File: src/sv/msfl_pkg.sv
// msfl_pkg: shared types, codes and constants of the manchester sensor frame link
// no dependencies; imported by every module of the block
package msfl_pkg;

  localparam int unsigned PreambleBitsDef = 8;

  localparam int unsigned BitCntW   = 6;
  localparam int unsigned WaitW     = 10;
  localparam int unsigned TimeoutW  = 10;
  localparam int unsigned PollW     = 4;
  localparam int unsigned DelayW    = 8;
  localparam int unsigned CfgIdxW   = 2;
  localparam int unsigned CfgDataW  = 10;
  localparam int unsigned OpW       = 2;
  localparam int unsigned RefW      = 4;
  localparam int unsigned AgcW      = 2;
  localparam int unsigned LedW      = 10;
  localparam int unsigned FrameW    = 12;
  localparam int unsigned RespKeepW = 35;
  localparam int unsigned HoldW     = AgcW + LedW + RefW;

  localparam int unsigned WrPayloadBits = 12;
  localparam int unsigned RdPayloadBits = 4;
  localparam int unsigned RespBits      = 37;

  localparam logic [3:0]        WrCommand = 4'hC;
  localparam logic [1:0]        WrBank    = 2'h2;
  localparam logic [FrameW-1:0] RdFrame   = 12'h100;

  localparam logic [TimeoutW-1:0] AckTimeoutRst = 10'd100;
  localparam logic [PollW-1:0]    AckPollRst    = 4'd2;
  localparam logic [DelayW-1:0]   RespDelayRst  = 8'd5;

  typedef enum logic [OpW-1:0] {
    OP_TICK  = 2'd0,
    OP_WRITE = 2'd1,
    OP_READ  = 2'd2,
    OP_RSVD  = 2'd3
  } msfl_op_e;

  typedef enum logic [1:0] {
    ST_OK       = 2'd0,
    ST_TIMEOUT  = 2'd1,
    ST_RESP_ERR = 2'd2
  } msfl_status_e;

  typedef enum logic [CfgIdxW-1:0] {
    REG_ACK_TIMEOUT = 2'd0,
    REG_ACK_POLL    = 2'd1,
    REG_RESP_DELAY  = 2'd2
  } msfl_reg_e;

  typedef enum logic [5:0] {
    PH_IDLE  = 6'b000001,
    PH_SENDW = 6'b000010,
    PH_SENDR = 6'b000100,
    PH_ACK   = 6'b001000,
    PH_DELAY = 6'b010000,
    PH_RECV  = 6'b100000
  } msfl_phase_e;

  typedef struct packed {
    logic [TimeoutW-1:0] ack_timeout;
    logic [PollW-1:0]    ack_poll;
    logic [DelayW-1:0]   resp_delay;
  } msfl_cfg_t;

  typedef struct packed {
    msfl_op_e        op;
    logic [RefW-1:0] ref_level;
    logic            polarity;
    logic            out_line;
  } msfl_item_t;

  typedef struct packed {
    logic            cal_line;
    logic            busy;
    logic            done;
    msfl_status_e    status;
    logic [AgcW-1:0] agc_gain;
    logic [LedW-1:0] led_current;
    logic [RefW-1:0] ref_readback;
  } msfl_res_t;

endpackage

File: src/sv/msfl_cfg.sv
// msfl_cfg: configuration registers written through the plain write port
// depends on msfl_pkg
module msfl_cfg import msfl_pkg::*; (
  input  logic                clk_i,
  input  logic                rst_ni,
  input  logic                we_i,
  input  logic [CfgIdxW-1:0]  index_i,
  input  logic [CfgDataW-1:0] data_i,
  output msfl_cfg_t           cfg_o
);

  msfl_cfg_t cfg_q, cfg_d;

  always_comb begin
    cfg_d = cfg_q;
    if (we_i) begin
      unique case (index_i)
        REG_ACK_TIMEOUT: cfg_d.ack_timeout = data_i[TimeoutW-1:0];
        REG_ACK_POLL:    cfg_d.ack_poll    = data_i[PollW-1:0];
        REG_RESP_DELAY:  cfg_d.resp_delay  = data_i[DelayW-1:0];
        default:         cfg_d = cfg_q;
      endcase
    end
  end

  always_ff @(posedge clk_i or negedge rst_ni) begin
    if (!rst_ni) begin
      cfg_q.ack_timeout <= AckTimeoutRst;
      cfg_q.ack_poll    <= AckPollRst;
      cfg_q.resp_delay  <= RespDelayRst;
    end else begin
      cfg_q <= cfg_d;
    end
  end

  assign cfg_o = cfg_q;

endmodule

File: src/sv/msfl_engine.sv
// msfl_engine: per-tick link state machine, frame serializer, ack poll and response capture
// depends on msfl_pkg; one step per beat taken from the input register
module msfl_engine import msfl_pkg::*; #(
  parameter int unsigned PREAMBLE_BITS = PreambleBitsDef
) (
  input  logic       clk_i,
  input  logic       rst_ni,
  input  logic       step_i,
  input  msfl_item_t item_i,
  input  msfl_cfg_t  cfg_i,
  output msfl_res_t  res_o
);

  localparam logic [BitCntW-1:0] PreCnt  = BitCntW'(PREAMBLE_BITS);
  localparam logic [BitCntW-1:0] WrEnd   = BitCntW'(PREAMBLE_BITS + WrPayloadBits);
  localparam logic [BitCntW-1:0] RdEnd   = BitCntW'(PREAMBLE_BITS + RdPayloadBits);
  localparam logic [BitCntW-1:0] RespEnd = BitCntW'(RespBits);

  msfl_phase_e          phase_q, phase_d, cur_phase;
  logic [FrameW-1:0]    frame_q, frame_d, cur_frame;
  logic [BitCntW-1:0]   bit_q, bit_d, cur_bit, bit_inc, end_cnt;
  logic                 half_q, half_d, cur_half;
  logic [WaitW-1:0]     wait_q, wait_d, wait_inc;
  logic [PollW-1:0]     poll_cnt_q, poll_cnt_d, poll_inc;
  logic                 ack_ref_q, ack_ref_d;
  logic [RespKeepW-1:0] resp_q, resp_d;
  logic [HoldW-1:0]     hold_q, hold_d;
  logic                 start, bit_v, poll_one, cal;
  logic                 done;
  msfl_status_e         status;

  always_comb begin
    start = (phase_q == PH_IDLE) && (item_i.op == OP_WRITE || item_i.op == OP_READ);
    cur_phase = phase_q;
    cur_frame = frame_q;
    cur_bit   = bit_q;
    cur_half  = half_q;
    if (start) begin
      cur_bit  = '0;
      cur_half = 1'b0;
      if (item_i.op == OP_WRITE) begin
        cur_phase = PH_SENDW;
        cur_frame = {WrCommand, WrBank, item_i.ref_level, 1'b0, item_i.polarity};
      end else begin
        cur_phase = PH_SENDR;
        cur_frame = RdFrame;
      end
    end

    phase_d    = cur_phase;
    frame_d    = cur_frame;
    bit_d      = cur_bit;
    half_d     = cur_half;
    wait_d     = wait_q;
    poll_cnt_d = poll_cnt_q;
    ack_ref_d  = ack_ref_q;
    resp_d     = resp_q;
    hold_d     = hold_q;
    cal        = 1'b0;
    done       = 1'b0;
    status     = ST_OK;

    bit_inc  = cur_bit + BitCntW'(1);
    wait_inc = wait_q + WaitW'(1);
    poll_inc = poll_cnt_q + PollW'(1);
    poll_one = (cfg_i.ack_poll <= PollW'(1));
    bit_v    = (cur_bit < PreCnt) ? 1'b1 : cur_frame[FrameW-1];
    end_cnt  = (cur_phase == PH_SENDW) ? WrEnd : RdEnd;

    unique case (cur_phase) inside
      PH_IDLE: begin
        phase_d = PH_IDLE;
      end
      PH_SENDW, PH_SENDR: begin
        cal = cur_half ? bit_v : ~bit_v;
        if (!cur_half) begin
          half_d = 1'b1;
        end else begin
          half_d = 1'b0;
          if (cur_bit >= PreCnt) begin
            frame_d = {cur_frame[FrameW-2:0], 1'b0};
          end
          bit_d = bit_inc;
          if (bit_inc >= end_cnt) begin
            wait_d = '0;
            if (cur_phase == PH_SENDW) begin
              phase_d = PH_ACK;
            end else if (cfg_i.resp_delay == '0) begin
              phase_d = PH_RECV;
              bit_d   = '0;
            end else begin
              phase_d = PH_DELAY;
            end
          end
        end
      end
      PH_ACK: begin
        if (wait_q >= cfg_i.ack_timeout) begin
          done    = 1'b1;
          status  = ST_TIMEOUT;
          phase_d = PH_IDLE;
        end else if (wait_q == '0) begin
          ack_ref_d  = item_i.out_line;
          wait_d     = WaitW'(1);
          poll_cnt_d = poll_one ? '0 : PollW'(1);
        end else if (poll_cnt_q == '0 && item_i.out_line != ack_ref_q) begin
          done    = 1'b1;
          status  = ST_OK;
          phase_d = PH_IDLE;
        end else begin
          wait_d     = wait_inc;
          poll_cnt_d = (poll_one || poll_inc == cfg_i.ack_poll) ? '0 : poll_inc;
        end
      end
      PH_DELAY: begin
        wait_d = wait_inc;
        if (wait_inc >= {{(WaitW-DelayW){1'b0}}, cfg_i.resp_delay}) begin
          phase_d = PH_RECV;
          bit_d   = '0;
          half_d  = 1'b0;
        end
      end
      PH_RECV: begin
        if (!cur_half) begin
          half_d = 1'b1;
        end else begin
          half_d = 1'b0;
          resp_d = {resp_q[RespKeepW-2:0], item_i.out_line};
          bit_d  = bit_inc;
          if (bit_inc >= RespEnd) begin
            done    = 1'b1;
            phase_d = PH_IDLE;
            if (resp_d[15]) begin
              status = ST_RESP_ERR;
            end else begin
              status = ST_OK;
              hold_d = {resp_d[34:33], resp_d[32:23], resp_d[22:19]};
            end
          end
        end
      end
      default: begin
        phase_d = PH_IDLE;
      end
    endcase
  end

  always_ff @(posedge clk_i or negedge rst_ni) begin
    if (!rst_ni) begin
      phase_q    <= PH_IDLE;
      bit_q      <= '0;
      half_q     <= 1'b0;
      wait_q     <= '0;
      poll_cnt_q <= '0;
      ack_ref_q  <= 1'b0;
      hold_q     <= '0;
    end else if (step_i) begin
      phase_q    <= phase_d;
      bit_q      <= bit_d;
      half_q     <= half_d;
      wait_q     <= wait_d;
      poll_cnt_q <= poll_cnt_d;
      ack_ref_q  <= ack_ref_d;
      hold_q     <= hold_d;
    end
  end

  always_ff @(posedge clk_i) begin
    if (step_i) begin
      frame_q <= frame_d;
      resp_q  <= resp_d;
    end
  end

  always_comb begin
    res_o.cal_line     = cal;
    res_o.busy         = (phase_d != PH_IDLE);
    res_o.done         = done;
    res_o.status       = status;
    res_o.agc_gain     = hold_d[HoldW-1 -: AgcW];
    res_o.led_current  = hold_d[RefW +: LedW];
    res_o.ref_readback = hold_d[RefW-1:0];
  end

endmodule

File: src/sv/manchester_sensor_frame_link_core.sv
// manchester_sensor_frame_link_core: top level, input register, result register and handshakes
// depends on msfl_pkg, msfl_cfg, msfl_engine
//
//   channel  direction  handshake             payload
//   in       sink       in_valid_i/in_stall_o  operation, ref_level, output_polarity, out_line
//   out      source     out_valid_o/out_stall_i cal_line, busy/done, status, readback fields
//   cfg      sink       cfg_we_i               cfg_index_i, cfg_data_i
//
// one beat per cycle sustained while out_stall_i is low; every input beat gives exactly one result beat
// path: input register, then the engine step into the result register
// the result register frees the input side, so a stalled result still lets one beat in
// reset clears control state and loads the register defaults; no clearing pass
module manchester_sensor_frame_link_core import msfl_pkg::*; #(
  parameter int unsigned PREAMBLE_BITS = PreambleBitsDef
) (
  input  logic                clk_i,
  input  logic                rst_ni,
  input  logic                in_valid_i,
  output logic                in_stall_o,
  input  logic [OpW-1:0]      operation_i,
  input  logic [RefW-1:0]     ref_level_i,
  input  logic                output_polarity_i,
  input  logic                out_line_i,
  output logic                out_valid_o,
  input  logic                out_stall_i,
  output logic                cal_line_o,
  output logic                busy_res_o,
  output logic                done_res_o,
  output logic [1:0]          status_o,
  output logic [AgcW-1:0]     agc_gain_o,
  output logic [LedW-1:0]     led_current_o,
  output logic [RefW-1:0]     ref_readback_o,
  input  logic                cfg_we_i,
  input  logic [CfgIdxW-1:0]  cfg_index_i,
  input  logic [CfgDataW-1:0] cfg_data_i
);

  msfl_cfg_t  cfg;
  msfl_item_t s1_item_q;
  msfl_res_t  step_res, out_res_q;
  logic       s1_valid_q, s1_valid_d;
  logic       out_valid_q, out_valid_d;
  logic       out_ready, step, in_accept;

  msfl_cfg u_cfg (
    .clk_i   (clk_i),
    .rst_ni  (rst_ni),
    .we_i    (cfg_we_i),
    .index_i (cfg_index_i),
    .data_i  (cfg_data_i),
    .cfg_o   (cfg)
  );

  msfl_engine #(
    .PREAMBLE_BITS (PREAMBLE_BITS)
  ) u_engine (
    .clk_i  (clk_i),
    .rst_ni (rst_ni),
    .step_i (step),
    .item_i (s1_item_q),
    .cfg_i  (cfg),
    .res_o  (step_res)
  );

  assign out_ready  = !out_valid_q || !out_stall_i;
  assign step       = s1_valid_q && out_ready;
  assign in_stall_o = s1_valid_q && !out_ready;
  assign in_accept  = in_valid_i && !in_stall_o;

  always_comb begin
    s1_valid_d = s1_valid_q;
    if (in_accept) begin
      s1_valid_d = 1'b1;
    end else if (step) begin
      s1_valid_d = 1'b0;
    end
    out_valid_d = out_valid_q;
    if (step) begin
      out_valid_d = 1'b1;
    end else if (!out_stall_i) begin
      out_valid_d = 1'b0;
    end
  end

  always_ff @(posedge clk_i or negedge rst_ni) begin
    if (!rst_ni) begin
      s1_valid_q  <= 1'b0;
      out_valid_q <= 1'b0;
    end else begin
      s1_valid_q  <= s1_valid_d;
      out_valid_q <= out_valid_d;
    end
  end

  always_ff @(posedge clk_i) begin
    if (in_accept) begin
      s1_item_q.op        <= msfl_op_e'(operation_i);
      s1_item_q.ref_level <= ref_level_i;
      s1_item_q.polarity  <= output_polarity_i;
      s1_item_q.out_line  <= out_line_i;
    end
    if (step) begin
      out_res_q <= step_res;
    end
  end

  assign out_valid_o    = out_valid_q;
  assign cal_line_o     = out_res_q.cal_line;
  assign busy_res_o     = out_res_q.busy;
  assign done_res_o     = out_res_q.done;
  assign status_o       = out_res_q.status;
  assign agc_gain_o     = out_res_q.agc_gain;
  assign led_current_o  = out_res_q.led_current;
  assign ref_readback_o = out_res_q.ref_readback;

`ifndef SYNTHESIS
  a_stall_only_when_full: assert property (@(posedge clk_i) disable iff (!rst_ni)
    in_stall_o |-> (out_valid_o && out_stall_i))
    else $error("input stalled while result register can drain");

  a_done_not_busy: assert property (@(posedge clk_i) disable iff (!rst_ni)
    (out_valid_o && done_res_o) |-> !busy_res_o)
    else $error("finishing beat still reports busy");

  a_status_only_on_done: assert property (@(posedge clk_i) disable iff (!rst_ni)
    (out_valid_o && !done_res_o) |-> (status_o == ST_OK))
    else $error("nonzero status outside a finishing beat");

  a_step_fills_output: assert property (@(posedge clk_i) disable iff (!rst_ni)
    step |=> out_valid_o)
    else $error("engine step lost its result");
`endif

endmodule
File: config.mk
export PLATFORM = sky130hd
export DESIGN_NAME = manchester_sensor_frame_link_core
export DESIGN_NICKNAME = d
export VERILOG_FILES = /design/src/sv/msfl_pkg.sv /design/src/sv/msfl_cfg.sv /design/src/sv/msfl_engine.sv /design/src/sv/manchester_sensor_frame_link_core.sv
export SDC_FILE = /design/constraint.sdc
export NUM_CORES = 1
export LEC_CHECK = 0
export ABC_AREA = 1
export BUFFER_PORTS_ARGS = -buffer_cell sky130_fd_sc_hd__buf_2
export CORE_MARGIN = 4
export CORE_UTILIZATION = 25
export DETAILED_ROUTE_END_ITERATION = 7
export GPL_ROUTABILITY_DRIVEN = 0
export PLACE_DENSITY = 0.38
export SYNTH_ARGS = -nofsm -noshare
export SYNTH_HDL_FRONTEND = slang
export SYNTH_SLANG_ARGS = --single-unit
File: constraint.sdc
create_clock -name clk_i -period 9 [get_ports clk_i]
set_input_delay 2.7 -clock clk_i [delete_from_list [all_inputs] [get_ports clk_i]]
set_output_delay 2.7 -clock clk_i [all_outputs]
set_load 0.05 [all_outputs]
==> impl_results.md <==
- Synth Area in Adders: 4.310%
- CP max FO: 3
- Initial DRC count: 260
- Die Y: 178.4 um
- Fin crit share: 66.43%
- Post-synthesis xor/xnor area fraction: 1.689%
- Register area share after synthesis: 54.59%
- Number of global-route vias before repair: 5,020
- Root buffer cell: clkbuf_16
- Nets: 856
- Setup violations, final: 0
- Main combinational cell family by area after synthesis: simple AND/OR/NAND/NOR gates
- Die area: 31,820 um2
- GRT Residual Overflow: 0
- IO Pins: 48
- Max-Cap Viols: 0
- Clock insertion delay at the later pin of the skew report: 0.42 ns
- H-Tree Depth: 4
- Startpoint types: primary input
- Final ANT Viol Nets: 0
- Minimum clock period: 5.979 ns
- RSZ-0062 raised after global routing: no
- YS warnings: 0
- TritonCTS clock tree: done
- Global-route wire length before repair: 26.74 mm
- Worst-margin pin slew: 0.9797 ns
- CTS Buf Count: 17
- Fmax: 0.1673 GHz
- Leakage: 3.750 nW
- Synth cell count leaders: nand2_1 (167), inv_1 (98), edfxtp_1 (75), dfrtp_1 (61), nor2_1 (50)
- Status: finished clean
- DRC: 0
- Drt first pass iters: 4
- Async S/R FF share, synth: 47.55%
- Fill cells: 3,087
- Mux share of post-synthesis cell area: 0.2931%
- # rows: 62
- Post-Syn Area: 7258 um2
- Routed WL per cell: 13.35 um
- Synth unique cells: 50
- Crit. End Element: output port
- DP Wirelength: 10.62 mm
- Via Count: 5,044
- Worst-path clk slew: 0.06 ns
- Rel. slew slack: 34.69%
- Most used DFF post-synth: edfxtp_1
- Synth Area in Simple Gates: 19.31%
- Resized cells post-CTS: 0
- Synth Area per Inst: 9.575 um2
- Syn_nets: 808
- Post-synth top area cell: edfxtp_1
- Top-count cell post-synth: nand2_1
- Clock Skews: 0.01215 ns
- Largest net degree at the start of global routing: 69
- Initial core utilization: 25.29%
- Worst R2R Setup Slack: 5.18 ns
- CP arrival: 3.28 ns
- Post-synth top area share: 31.03%
- N_diodes: 0
- Synth Instances: 758
- Antenna violations before repair: 0
- Post-route insts no fill: 1,203
- GRT Util Overall: 10.70%
- Setup Fix Bufs, Post-CTS: 0
- Hold-fix buffers, CTS: 0
- Yosys reg bits: 143
- Synthesis-to-finish area growth: 17.13%
- Core area: 28,700 um2
- Final wirelength: 16.06 mm
- Chip width: 178.4 um
- Slew Viols, Final: 0
- Peak supply drop: 0.1229 mV
- Synth Area in Compound Gates: 12.19%
- Vias/cell: 4.193
- TNS Setup: 0 ns
- Worst Path Required: 6.30 ns
- Post-synth EDFFs: 75
- Crit path kind: primary input to output port
- PortBufs: 47
- Hold Path Class: register to register
- Clock buffer depth: 2
- Top cells by area, synth: edfxtp_1 (31%), dfrtp_1 (21%), nand2_1 (8.6%)
- Final hold vios: 0
- # placed instances: 1,171
- Clk sinks: 143
- Share of layout cells above drive strength 1: 17.58%
- Pwr per Cell Area: 264.0 nW/um2
-- final timing paths --
| check | endpoint | from | depth (start not counted) |
|---|---|---|---|
| max | in_stall_o | out_stall_i | 4 |
| min | u_engine.resp_q[2]$_DFFE_PP_ | u_engine.resp_q[1]$_DFFE_PP_ | 0 |
| max reg2reg | u_engine.wait_q[9]$_DFFE_PN0P_ | s1_item_q[6]$_DFFE_PP_ | 16 |
| min reg2reg | u_engine.resp_q[2]$_DFFE_PP_ | u_engine.resp_q[1]$_DFFE_PP_ | 0 |
| max in group asynchronous | u_cfg.cfg_o[10]$_DFFE_PN0P_ | rst_ni | 1 |
| min in group asynchronous | u_engine.hold_q[1]$_DFFE_PN0P_ | rst_ni | 1 |
-- critical path: stages --
cell and delay [ns]:
buf_2 0.08, nand2_1 0.07, nor2_1 0.14, buf_2 0.29
-- metrics by stage --
step	hold slack, ns	utilization [%]	setup slack (ns)	power, mW	cell area [um2]
floorplan	0.4003	-	2.445	1.353	7258
global placement	0.4009	27.42	3.054	1.503	7871
CTS	0.4148	29.62	3.029	2.281	8502
finish	0.4193	29.62	3.021	2.245	8502
global route	0.4188	29.62	2.990	2.398	8502
detailed placement	0.4052	27.42	3.034	1.498	7871
-- layer usage --
layer	share of wire, %	track usage (%)	routed length [um]
met1	52	15.18	8425
met4	1.2	3.262	191
met2	43	15.86	6916
met5	0	0	0
met3	3.3	2.967	524
-- cell families after synthesis --
| kind of cell | Yosys count |
|---|---|
| AND/OR/NAND/NOR | 305 |
| multiplexers | 2 |
| flip-flops | 143 |
| XOR/XNOR | 14 |
| buffers and inverters | 130 |
| AO/OA/AOI/OAI | 139 |
| adder cells (fa/ha/maj) | 25 |
-- power by group --
part           switching (mW)  internal [mW]  leakage (nW)  total [mW]
registers              0.0663          0.808          1.58       0.875
logic                   0.413          0.190          1.87       0.603
clock network           0.292          0.474         0.303       0.767
total                   0.772           1.47          3.75        2.24
-- registers in the layout, summed over array words and instances (netlist names), 2 cells and up --
name and flops:
u_engine.bit_q 6, u_engine.hold_q 16, agc_gain_o 2, led_current_o 10, s1_item_q 8, ref_readback_o 4
status_o 2, u_engine.frame_q 12, u_engine.phase_q 6, u_engine.resp_q 34, u_cfg.cfg_o 22, u_engine.wait_q 10
u_engine.poll_cnt_q 4
-- layout make-up --
class | instances | area [um2] | area share, %
Inverter | 108 | 405.4 | 4.768
Clock inverter | 12 | 183.9 | 2.163
Multi-Input combinational cell | 485 | 2755 | 32.41
Tap cell | 384 | 480.5 | 5.651
Timing Repair Buffer | 51 | 267.8 | 3.149
Clock buffer | 20 | 446.7 | 5.254
Sequential cell | 143 | 3963 | 46.61
-- cells in the final DEF (no fill, tap or decap), types with 5 or more instances in the layout --
cell	synthesis	routed
o211ai_2	10	10
buf_2	7	46
nor2_2	7	7
nor2_1	50	49
xor2_1	11	11
ha_1	25	25
inv_1	98	98
nand4_1	11	11
o21ai_0	41	41
nand3_1	32	32
dfstp_2	7	7
o21a_1	16	16
a21oi_1	25	25
nand2_1	167	167
dfrtp_1	61	61
o21ai_1	20	20
inv_2	9	9
a22o_1	5	5
buf_4	3	5
edfxtp_1	75	75
nand2_2	9	9
nor2_4	7	8
o211ai_1	8	8
clkbuf_16	0	17
Power figures use the tool's default switching activity.
